$ cat src/design/json_keyed_object_extractor_core_assert.svh
// Assertion macros used by the extractor's parser module.
// Both expect signals named clk and rst_n in the scope where they are used.
`ifndef JSON_KEYED_OBJECT_EXTRACTOR_CORE_ASSERT_SVH
`define JSON_KEYED_OBJECT_EXTRACTOR_CORE_ASSERT_SVH

// The consequent must hold in the same cycle as the antecedent.
`define JKOE_ASSERT_NOW(label, ante, cons) \
  label: assert property (@(posedge clk) disable iff (!rst_n) (ante) |-> (cons)) \
    else $error("jkoe: same-cycle check failed");

// The consequent must hold in the cycle after the antecedent.
`define JKOE_ASSERT_NEXT(label, ante, cons) \
  label: assert property (@(posedge clk) disable iff (!rst_n) (ante) |=> (cons)) \
    else $error("jkoe: next-cycle check failed");

`endif

$ cat src/design/jkoe_pkg.sv
package jkoe_pkg;

  localparam int LEN_W = 15;
  localparam logic [LEN_W-1:0] LEN_MAX   = {LEN_W{1'b1}};
  localparam logic [LEN_W-1:0] CAP_RESET = 15'd8192;

  // The seven bytes that must precede the closing quote of the key.
  localparam logic [55:0] KEY_HEAD = 56'h22_72_65_70_6F_72_74;

  localparam logic [7:0] CH_NUL   = 8'h00;
  localparam logic [7:0] CH_QUOTE = 8'h22;
  localparam logic [7:0] CH_COLON = 8'h3A;
  localparam logic [7:0] CH_OPEN  = 8'h7B;
  localparam logic [7:0] CH_CLOSE = 8'h7D;
  localparam logic [7:0] CH_BSL   = 8'h5C;

  localparam logic [1:0] ST_BYTE = 2'd0;
  localparam logic [1:0] ST_DONE = 2'd1;
  localparam logic [1:0] ST_FAIL = 2'd2;
  localparam logic [1:0] ST_BIG  = 2'd3;

  typedef enum logic [4:0] {
    PH_KEY    = 5'b00001,
    PH_COLON  = 5'b00010,
    PH_BRACE  = 5'b00100,
    PH_OBJECT = 5'b01000,
    PH_DONE   = 5'b10000
  } phase_t;

  typedef struct packed {
    logic       valid;
    logic [7:0] data;
    logic       eor;
  } item_t;

  typedef struct packed {
    logic       valid;
    logic [7:0] data;
    logic [1:0] status;
    logic       last;
  } result_t;

endpackage

$ cat src/design/jkoe_in_if.sv
interface jkoe_in_if;
  logic       valid;
  logic       ready;
  logic [7:0] in_byte;
  logic       end_of_response;

  modport source(output valid, output in_byte, output end_of_response, input ready);
  modport sink(input valid, input in_byte, input end_of_response, output ready);
endinterface

$ cat src/design/jkoe_out_if.sv
interface jkoe_out_if;
  logic       valid;
  logic       ready;
  logic [7:0] out_byte;
  logic [1:0] status;
  logic       last;

  modport source(output valid, output out_byte, output status, output last, input ready);
  modport sink(input valid, input out_byte, input status, input last, output ready);
endinterface

$ cat src/design/jkoe_cfg_if.sv
interface jkoe_cfg_if;
  logic        valid;
  logic        ready;
  logic [14:0] capacity;

  modport source(output valid, output capacity, input ready);
  modport sink(input valid, input capacity, output ready);
endinterface

$ cat src/design/json_keyed_object_extractor_core.sv
// Extracts the JSON object stored under the key "report" from a byte stream.
// in_if carries one beat per response byte, or an end-of-response beat that
// rearms the block for the next response. out_if carries the object's bytes
// with status 0, then one final beat with last set: status 1 with the closing
// brace, 2 when the key or object was not found or was cut short, 3 when the
// object length reached the capacity (out_byte is 0 on both failures).
// cfg_if writes the capacity; it is always ready and should be written only
// while no beat is in flight.
// Each beat passes an input register and an output register. A result is
// presented on out_if once its input beat has moved from the input register
// into the output register, which can wait while the receiver stalls.
// The parser handles one byte per cycle, giving one beat per cycle sustained
// throughput while the receiver keeps up.
// Reset sets the capacity to 8192 and starts searching for the key; no
// clearing pass is needed. When the receiver stalls, the output register
// holds its beat and an empty input register still takes one more beat
// before in_if.ready drops.
module json_keyed_object_extractor_core #(
  parameter int MAX_NESTING = 4095
) (
  input logic        clk,
  input logic        rst_n,
  jkoe_in_if.sink    in_if,
  jkoe_out_if.source out_if,
  jkoe_cfg_if.sink   cfg_if
);

  jkoe_pkg::item_t   item;
  jkoe_pkg::result_t res;
  logic              proceed;
  logic              fire;

  assign fire = item.valid && proceed;

  jkoe_in_stage u_in_stage (
    .clk   (clk),
    .rst_n (rst_n),
    .in_if (in_if),
    .take  (fire),
    .item  (item)
  );

  jkoe_parser #(
    .MAX_NESTING (MAX_NESTING)
  ) u_parser (
    .clk    (clk),
    .rst_n  (rst_n),
    .item   (item),
    .fire   (fire),
    .cfg_if (cfg_if),
    .res    (res)
  );

  jkoe_out_stage u_out_stage (
    .clk     (clk),
    .rst_n   (rst_n),
    .res     (res),
    .proceed (proceed),
    .out_if  (out_if)
  );

endmodule

$ cat src/design/jkoe_in_stage.sv
module jkoe_in_stage (
  input  logic           clk,
  input  logic           rst_n,
  jkoe_in_if.sink        in_if,
  input  logic           take,
  output jkoe_pkg::item_t item
);

  logic       valid_r;
  logic       valid_nxt;
  logic [7:0] data_r;
  logic       eor_r;
  logic       accept;

  // The register may refill in the same cycle that the parser drains it.
  assign in_if.ready = !valid_r || take;
  assign accept      = in_if.valid && in_if.ready;

  always_comb begin
    valid_nxt = valid_r;
    if (accept) begin
      valid_nxt = 1'b1;
    end else if (take) begin
      valid_nxt = 1'b0;
    end
  end

  always_ff @(posedge clk) begin
    if (!rst_n) begin
      valid_r <= 1'b0;
    end else begin
      valid_r <= valid_nxt;
    end
  end

  always_ff @(posedge clk) begin
    if (accept) begin
      data_r <= in_if.in_byte;
      eor_r  <= in_if.end_of_response;
    end
  end

  assign item.valid = valid_r;
  assign item.data  = data_r;
  assign item.eor   = eor_r;

endmodule

$ cat src/design/jkoe_parser.sv
`include "json_keyed_object_extractor_core_assert.svh"

module jkoe_parser #(
  parameter int MAX_NESTING = 4095
) (
  input  logic             clk,
  input  logic             rst_n,
  input  jkoe_pkg::item_t  item,
  input  logic             fire,
  jkoe_cfg_if.sink         cfg_if,
  output jkoe_pkg::result_t res
);

  localparam int NEST_W = $clog2(MAX_NESTING + 1);
  localparam logic [NEST_W-1:0] NEST_MAX = NEST_W'(MAX_NESTING);

  jkoe_pkg::phase_t phase_r, phase_nxt;
  logic [55:0]                 recent_r, recent_nxt;
  logic [NEST_W-1:0]           nest_r, nest_nxt;
  logic                        str_r, str_nxt;
  logic                        bs_r, bs_nxt;
  logic [jkoe_pkg::LEN_W-1:0]  len_r, len_nxt;
  logic [jkoe_pkg::LEN_W-1:0]  cap_r;

  // Object state as seen by the current byte: an opening brace found in the
  // brace search starts from a clean slate.
  logic [NEST_W-1:0]           nest_cur;
  logic [NEST_W-1:0]           nest_dec;
  logic                        str_cur;
  logic                        bs_cur;
  logic [jkoe_pkg::LEN_W-1:0]  len_cur;
  logic                        in_obj;
  logic [7:0]                  b;

  assign cfg_if.ready = 1'b1;
  assign b            = item.data;

  always_comb begin
    if (phase_r == jkoe_pkg::PH_BRACE) begin
      nest_cur = '0;
      str_cur  = 1'b0;
      bs_cur   = 1'b0;
      len_cur  = '0;
    end else begin
      nest_cur = nest_r;
      str_cur  = str_r;
      bs_cur   = bs_r;
      len_cur  = len_r;
    end
  end

  assign nest_dec = (nest_cur != '0) ? nest_cur - NEST_W'(1) : nest_cur;

  always_comb begin
    phase_nxt  = phase_r;
    recent_nxt = recent_r;
    nest_nxt   = nest_r;
    str_nxt    = str_r;
    bs_nxt     = bs_r;
    len_nxt    = len_r;
    in_obj     = 1'b0;
    res        = '0;
    if (fire) begin
      if (item.eor) begin
        phase_nxt  = jkoe_pkg::PH_KEY;
        recent_nxt = '0;
        nest_nxt   = '0;
        str_nxt    = 1'b0;
        bs_nxt     = 1'b0;
        len_nxt    = '0;
        if (phase_r != jkoe_pkg::PH_DONE) begin
          res.valid  = 1'b1;
          res.status = jkoe_pkg::ST_FAIL;
          res.last   = 1'b1;
        end
      end else if (phase_r != jkoe_pkg::PH_DONE) begin
        if (b == jkoe_pkg::CH_NUL) begin
          phase_nxt  = jkoe_pkg::PH_DONE;
          res.valid  = 1'b1;
          res.status = jkoe_pkg::ST_FAIL;
          res.last   = 1'b1;
        end else begin
          unique case (phase_r)
            jkoe_pkg::PH_KEY: begin
              if (recent_r == jkoe_pkg::KEY_HEAD && b == jkoe_pkg::CH_QUOTE) begin
                phase_nxt = jkoe_pkg::PH_COLON;
              end
              recent_nxt = {recent_r[47:0], b};
            end
            jkoe_pkg::PH_COLON: begin
              if (b == jkoe_pkg::CH_COLON) begin
                phase_nxt = jkoe_pkg::PH_BRACE;
              end
            end
            jkoe_pkg::PH_BRACE: begin
              if (b == jkoe_pkg::CH_OPEN) begin
                phase_nxt = jkoe_pkg::PH_OBJECT;
                in_obj    = 1'b1;
              end
            end
            jkoe_pkg::PH_OBJECT: begin
              in_obj = 1'b1;
            end
            jkoe_pkg::PH_DONE: begin
            end
            default: begin
            end
          endcase
        end
      end
    end

    if (in_obj) begin
      len_nxt    = (len_cur != jkoe_pkg::LEN_MAX) ? len_cur + jkoe_pkg::LEN_W'(1) : len_cur;
      nest_nxt   = nest_cur;
      str_nxt    = str_cur;
      bs_nxt     = bs_cur;
      res.valid  = 1'b1;
      res.data   = b;
      res.status = jkoe_pkg::ST_BYTE;
      res.last   = 1'b0;
      if (str_cur) begin
        if (bs_cur) begin
          bs_nxt = 1'b0;
        end else if (b == jkoe_pkg::CH_BSL) begin
          bs_nxt = 1'b1;
        end else if (b == jkoe_pkg::CH_QUOTE) begin
          str_nxt = 1'b0;
        end
      end else if (b == jkoe_pkg::CH_QUOTE) begin
        str_nxt = 1'b1;
      end else if (b == jkoe_pkg::CH_OPEN) begin
        if (nest_cur < NEST_MAX) begin
          nest_nxt = nest_cur + NEST_W'(1);
        end
      end else if (b == jkoe_pkg::CH_CLOSE) begin
        nest_nxt = nest_dec;
        if (nest_dec == '0) begin
          phase_nxt = jkoe_pkg::PH_DONE;
          res.last  = 1'b1;
          // The length already counts this closing brace.
          if (len_nxt >= cap_r) begin
            res.data   = jkoe_pkg::CH_NUL;
            res.status = jkoe_pkg::ST_BIG;
          end else begin
            res.status = jkoe_pkg::ST_DONE;
          end
        end
      end
    end
  end

  always_ff @(posedge clk) begin
    if (!rst_n) begin
      phase_r  <= jkoe_pkg::PH_KEY;
      recent_r <= '0;
      nest_r   <= '0;
      str_r    <= 1'b0;
      bs_r     <= 1'b0;
      len_r    <= '0;
      cap_r    <= jkoe_pkg::CAP_RESET;
    end else begin
      phase_r  <= phase_nxt;
      recent_r <= recent_nxt;
      nest_r   <= nest_nxt;
      str_r    <= str_nxt;
      bs_r     <= bs_nxt;
      len_r    <= len_nxt;
      if (cfg_if.valid && cfg_if.ready) begin
        cap_r <= cfg_if.capacity;
      end
    end
  end

  `JKOE_ASSERT_NOW(a_quiet_when_done, fire && !item.eor && phase_r == jkoe_pkg::PH_DONE, !res.valid)
  `JKOE_ASSERT_NEXT(a_rearm_clears, fire && item.eor, phase_r == jkoe_pkg::PH_KEY && nest_r == '0 && len_r == '0 && !str_r)
  `JKOE_ASSERT_NOW(a_complete_is_brace, res.valid && res.status == jkoe_pkg::ST_DONE, res.data == jkoe_pkg::CH_CLOSE && res.last)
  `JKOE_ASSERT_NOW(a_depth_only_in_object, nest_r != '0 || str_r || bs_r, phase_r == jkoe_pkg::PH_OBJECT || phase_r == jkoe_pkg::PH_DONE)

endmodule

$ cat src/design/jkoe_out_stage.sv
module jkoe_out_stage (
  input  logic              clk,
  input  logic              rst_n,
  input  jkoe_pkg::result_t res,
  output logic              proceed,
  jkoe_out_if.source        out_if
);

  logic       valid_r;
  logic [7:0] data_r;
  logic [1:0] status_r;
  logic       last_r;

  // The register takes a new result whenever it is empty or being drained.
  assign proceed = !valid_r || out_if.ready;

  always_ff @(posedge clk) begin
    if (!rst_n) begin
      valid_r <= 1'b0;
    end else if (proceed) begin
      valid_r <= res.valid;
    end
  end

  always_ff @(posedge clk) begin
    if (proceed && res.valid) begin
      data_r   <= res.data;
      status_r <= res.status;
      last_r   <= res.last;
    end
  end

  assign out_if.valid    = valid_r;
  assign out_if.out_byte = data_r;
  assign out_if.status   = status_r;
  assign out_if.last     = last_r;

endmodule

$ cat src/flat_wrapper.sv
// flat-port wrapper written by rule: the top's interface ports become plain ports
module json_keyed_object_extractor_core_flat 
#(
  parameter int MAX_NESTING = 4095
)
  (clk, rst_n, in_if_valid, in_if_in_byte, in_if_end_of_response, in_if_ready, out_if_valid, out_if_out_byte, out_if_status, out_if_last, out_if_ready, cfg_if_valid, cfg_if_capacity, cfg_if_ready);
  jkoe_in_if in_if_i ();
  jkoe_out_if out_if_i ();
  jkoe_cfg_if cfg_if_i ();
  input logic clk;
  input logic rst_n;
  input wire logic [$bits(in_if_i.valid)-1:0] in_if_valid;
  input wire logic [$bits(in_if_i.in_byte)-1:0] in_if_in_byte;
  input wire logic [$bits(in_if_i.end_of_response)-1:0] in_if_end_of_response;
  output wire logic [$bits(in_if_i.ready)-1:0] in_if_ready;
  output wire logic [$bits(out_if_i.valid)-1:0] out_if_valid;
  output wire logic [$bits(out_if_i.out_byte)-1:0] out_if_out_byte;
  output wire logic [$bits(out_if_i.status)-1:0] out_if_status;
  output wire logic [$bits(out_if_i.last)-1:0] out_if_last;
  input wire logic [$bits(out_if_i.ready)-1:0] out_if_ready;
  input wire logic [$bits(cfg_if_i.valid)-1:0] cfg_if_valid;
  input wire logic [$bits(cfg_if_i.capacity)-1:0] cfg_if_capacity;
  output wire logic [$bits(cfg_if_i.ready)-1:0] cfg_if_ready;
  assign in_if_i.valid = in_if_valid;
  assign in_if_i.in_byte = in_if_in_byte;
  assign in_if_i.end_of_response = in_if_end_of_response;
  assign in_if_ready = in_if_i.ready;
  assign out_if_valid = out_if_i.valid;
  assign out_if_out_byte = out_if_i.out_byte;
  assign out_if_status = out_if_i.status;
  assign out_if_last = out_if_i.last;
  assign out_if_i.ready = out_if_ready;
  assign cfg_if_i.valid = cfg_if_valid;
  assign cfg_if_i.capacity = cfg_if_capacity;
  assign cfg_if_ready = cfg_if_i.ready;
  json_keyed_object_extractor_core #(.MAX_NESTING(MAX_NESTING)) u_core (.clk(clk), .rst_n(rst_n), .in_if(in_if_i), .out_if(out_if_i), .cfg_if(cfg_if_i));
endmodule
$ cat config.mk
export PLATFORM = sky130hd
export DESIGN_NAME = json_keyed_object_extractor_core_flat
export DESIGN_NICKNAME = d
export VERILOG_FILES = /design/src/design/jkoe_pkg.sv /design/src/design/jkoe_in_if.sv /design/src/design/jkoe_out_if.sv /design/src/design/jkoe_cfg_if.sv /design/src/design/json_keyed_object_extractor_core.sv /design/src/design/jkoe_in_stage.sv /design/src/design/jkoe_parser.sv /design/src/design/jkoe_out_stage.sv /design/src/flat_wrapper.sv
export VERILOG_INCLUDE_DIRS = /design/src /design/src/design
export SDC_FILE = /design/constraint.sdc
export NUM_CORES = 1
export LEC_CHECK = 0
export BUFFER_PORTS_ARGS = -buffer_cell sky130_fd_sc_hd__buf_4
export CAP_MARGIN = 25
export CORE_UTILIZATION = 41
export DETAILED_ROUTE_END_ITERATION = 10
export PLACE_DENSITY = 0.69
export SYNTH_ARGS = -nofsm -noshare
export SYNTH_HDL_FRONTEND = slang
export SYNTH_SLANG_ARGS = --single-unit
$ cat constraint.sdc
create_clock -name clk -period 4.7 [get_ports clk]
set_clock_uncertainty 0.15 [all_clocks]
set_input_delay 0.94 -clock clk [delete_from_list [all_inputs] [get_ports clk]]
set_output_delay 0.94 -clock clk [all_outputs]
set_load 0.01 [all_outputs]
==> results.tsv <==
metric	value	unit
DIE HEIGHT	130	um
DR WL/cell	16.8	um
antenna violations before repair	0	
latest clock arrival within the worst-skew pair	0.43	ns
hold crit path type	register to register	
First DRT Iteration DRCs	571	
Max stage delay cell, worst path	nor4_2	
H-tree Lvls	4	
syn_nets	837	
CTS tree	done	
Mapped Cells	790	
vias per cell	5.88	
unrepaired setup endpoints after global routing	false	
first-pass GRT wire length	28100	um
Worst Setup SP	u_core.u_parser.phase_r[0]	
Final Hold Fails	0	
Max Root-Sink Buffers	2	
die area	0.0168	mm^2
routed vias	6075	
setup violators final	0	
EDFF count, synth	20	
combinational power share	4.5	%
Cell Rows	46	
Final WS setup	0.368	ns
Final #Nets	852	
setup_tns	0	ns
Synth Register Bits	127	
Die W	130	um
leading area contributor after synthesis	dfxtp_1	
Post-synth ARST share	0	%
Arrival @ worst endpoint	4.47	ns
Leakage	2.99	nW
ANT nets after route	0	
post-placement setup slack	0.275	ns
CP required	4.84	ns
postcts setup bufs	0	
antenna cells	0	
CP Buf/Inv Count	0	
internal power	1.92	mW
crit-path max FO	8	
most frequent cells in the layout	nor2_1 (120), dfxtp_1 (107), a22oi_1 (58)	
num ports	43	
synthesized area per cell	8.46	um^2
Worst R2R Start	u_core.u_parser.phase_r[0]	
Initial Util	42.1	%
clk slew on worst S/H paths	0.06	ns
hold slack	0.342	ns
dpl cells	1001	
worst slew pin tran	0.837	ns
Crit. End Element	register	
# clock sinks	127	
status	finished, final reports clean	
share of the synthesized area in the top cell type	32.0	%
R2R setup slack	0.37	ns
CP peak stage delay	0.39	ns
non-filler instance count after layout	1033	
total grt overflow	0	
hold path startpoint	u_core.u_parser.cap_r[11]	
Tmin final	4.33	ns
Main synth FF type	dfxtp_1	
synth top area cells	dfxtp_1 (32%), edfxtp_1 (9.0%), nor2_1 (6.8%)	
Netlist cell types	75	
PD cells	326	mW/mm^2
P_sw	0.590	mW
maximum vdd ir drop	0.343	mV
Synth Warn #	0	
commonest non-fill, non-tap cell in the layout	nor2_1	
dpl cell area	0.00712	mm^2
mapped cell area	0.00668	mm^2
design area	0.00770	mm^2
CP Cell Sequence	nor4_2 > nand2_1 > and2_1 > ha_1 > nand3_1 > or3_1 > and4_1 > and4_4 > xnor2_1 > nor2_1 > ha_1 > a2111oi_0 > o211ai_1 > o21ai_0 > nand2_1 > a41oi_1 > nand4b_1 > and3_1	
GP Congestion	0.946	
WS Path Type	register to register	
Syn-to-layout area delta	15.2	%
Sw Share	23.5	%
CP top delay family	simple AND/OR/NAND/NOR gates	
first-pass iteration count of the detailed router	5	
Slew Viols, Final	0	
GRT Total Usage	21.4	%
Core Box Area	0.0159	mm^2
placed wire-length estimate	11800	um
Max-cap violations	0	
Num CTS Buffers	17	
DRC Markers	0	
period utilisation layout	92.2	%
maximum number of pins on one net before global-route repair	57	
Root Driver	clkbuf_16	
total routed wirelength	17400	um
Port Buffers	41	
post-synthesis sequential area ratio	41.0	%
Sequential Power Share	45.2	%
relative slew slack	44.0	%
CP startpoint kind	register	
Clock Power Share	50.2	%
vias in the first global route	5546	
fmax	231	MHz
fraction of layout cells with a size suffix above 1	13.1	%
==> final timing paths <==
check	to	depth (start not counted)
setup / recovery	u_core.u_out_stage.out_if.out_byte[2]	18
hold / removal	u_core.u_parser.cap_r[11]	2
setup reg to reg	u_core.u_out_stage.out_if.out_byte[2]	18
hold reg to reg	u_core.u_parser.cap_r[11]	2
==> routing by layer <==
metal	wire (um)	global-route usage, %	vias up
met5	0	0	-
met4	458	9.58	0
met3	895	4.75	43
met2	8060	33.3	198
met1	7990	28.4	2891
li1	-	-	2943
==> synth_stat cells, types with 12 or more instances <==
library cell  instances
nand3_1              36
nand2_1              52
and3_1               20
o21ai_0              29
nor4_1               12
dfxtp_1             107
nor3_1               14
a22oi_1              58
edfxtp_1             20
nor2_1              121
clkbuf_1             39
mux2i_1              17
nand4_1              23
a21oi_1              34
inv_1                27
ha_1                 18
==> power groups by stage <==
stage	Combinational [mW]	Clock, mW	Sequential (mW)
after floorplan	0.0720	0	1.15
after global placement	0.110	0	1.16
after detailed placement	0.111	0	1.16
after CTS	0.112	1.28	1.13
after global routing	0.125	1.32	1.14
final	0.113	1.26	1.14
==> sequential cells by signal (all words and copies together), names as in the netlist <==
name	count
u_core.u_parser.phase_r	5
u_core.u_out_stage.out_if.last	1
u_core.u_parser.nest_r	12
u_core.u_in_stage.eor_r	1
u_core.u_out_stage.out_if.valid	1
u_core.u_in_stage.valid_r	1
u_core.u_in_stage.data_r	8
u_core.u_out_stage.out_if.status	2
u_core.u_parser.len_r	15
u_core.u_parser.recent_r	56
u_core.u_parser.cap_r	15
u_core.u_parser.str_r	1
u_core.u_parser.bs_r	1
u_core.u_out_stage.out_if.out_byte	8
==> metrics by stage <==
step	utilization [%]	total power, mW
after floorplan	-	1.22
after global placement	44.8	1.27
after detailed placement	44.8	1.27
after CTS	48.3	2.53
after global routing	48.5	2.58
final	48.5	2.51
==> area by class of cell <==
class                   instances  area (um^2)
flip-flops and latches        127         2740
fillers                      1549         8180
repair buffers                 53          410
well taps                     216          270
multi-input cells             579         3620
clock buffers                  19          453
inverters                      27          101
clock inverters                12          106
==> tightest hold or removal path: stages, from the launching register on <==
cell,delay (ns)
dfxtp_1,0.32
mux2i_1,0.06
nor2_1,0.07
==> cell families (layout without fill, tap and decap cells) <==
| logic type | Yosys count | in the layout | synth area share, % |
|---|---|---|---|
| compound gates | 183 | 183 | 18.7 |
| xor+xnor | 13 | 13 | 1.70 |
| fa+ha+maj | 18 | 18 | 3.37 |
| buf+inv | 84 | 111 | 5.22 |
| flops | 127 | 127 | 41.0 |
| mux | 18 | 18 | 2.71 |
| other cells | 1 | 1 | 0.0561 |
| simple gates | 346 | 346 | 27.2 |
==> repair_timing <==
item	CTS	global route
hold buffers	0	0
hold endpoints to repair	0	0
setup endpoints to repair	0	6
gates resized for setup	0	1
Note: power is estimated with default switching activity, not from simulation.
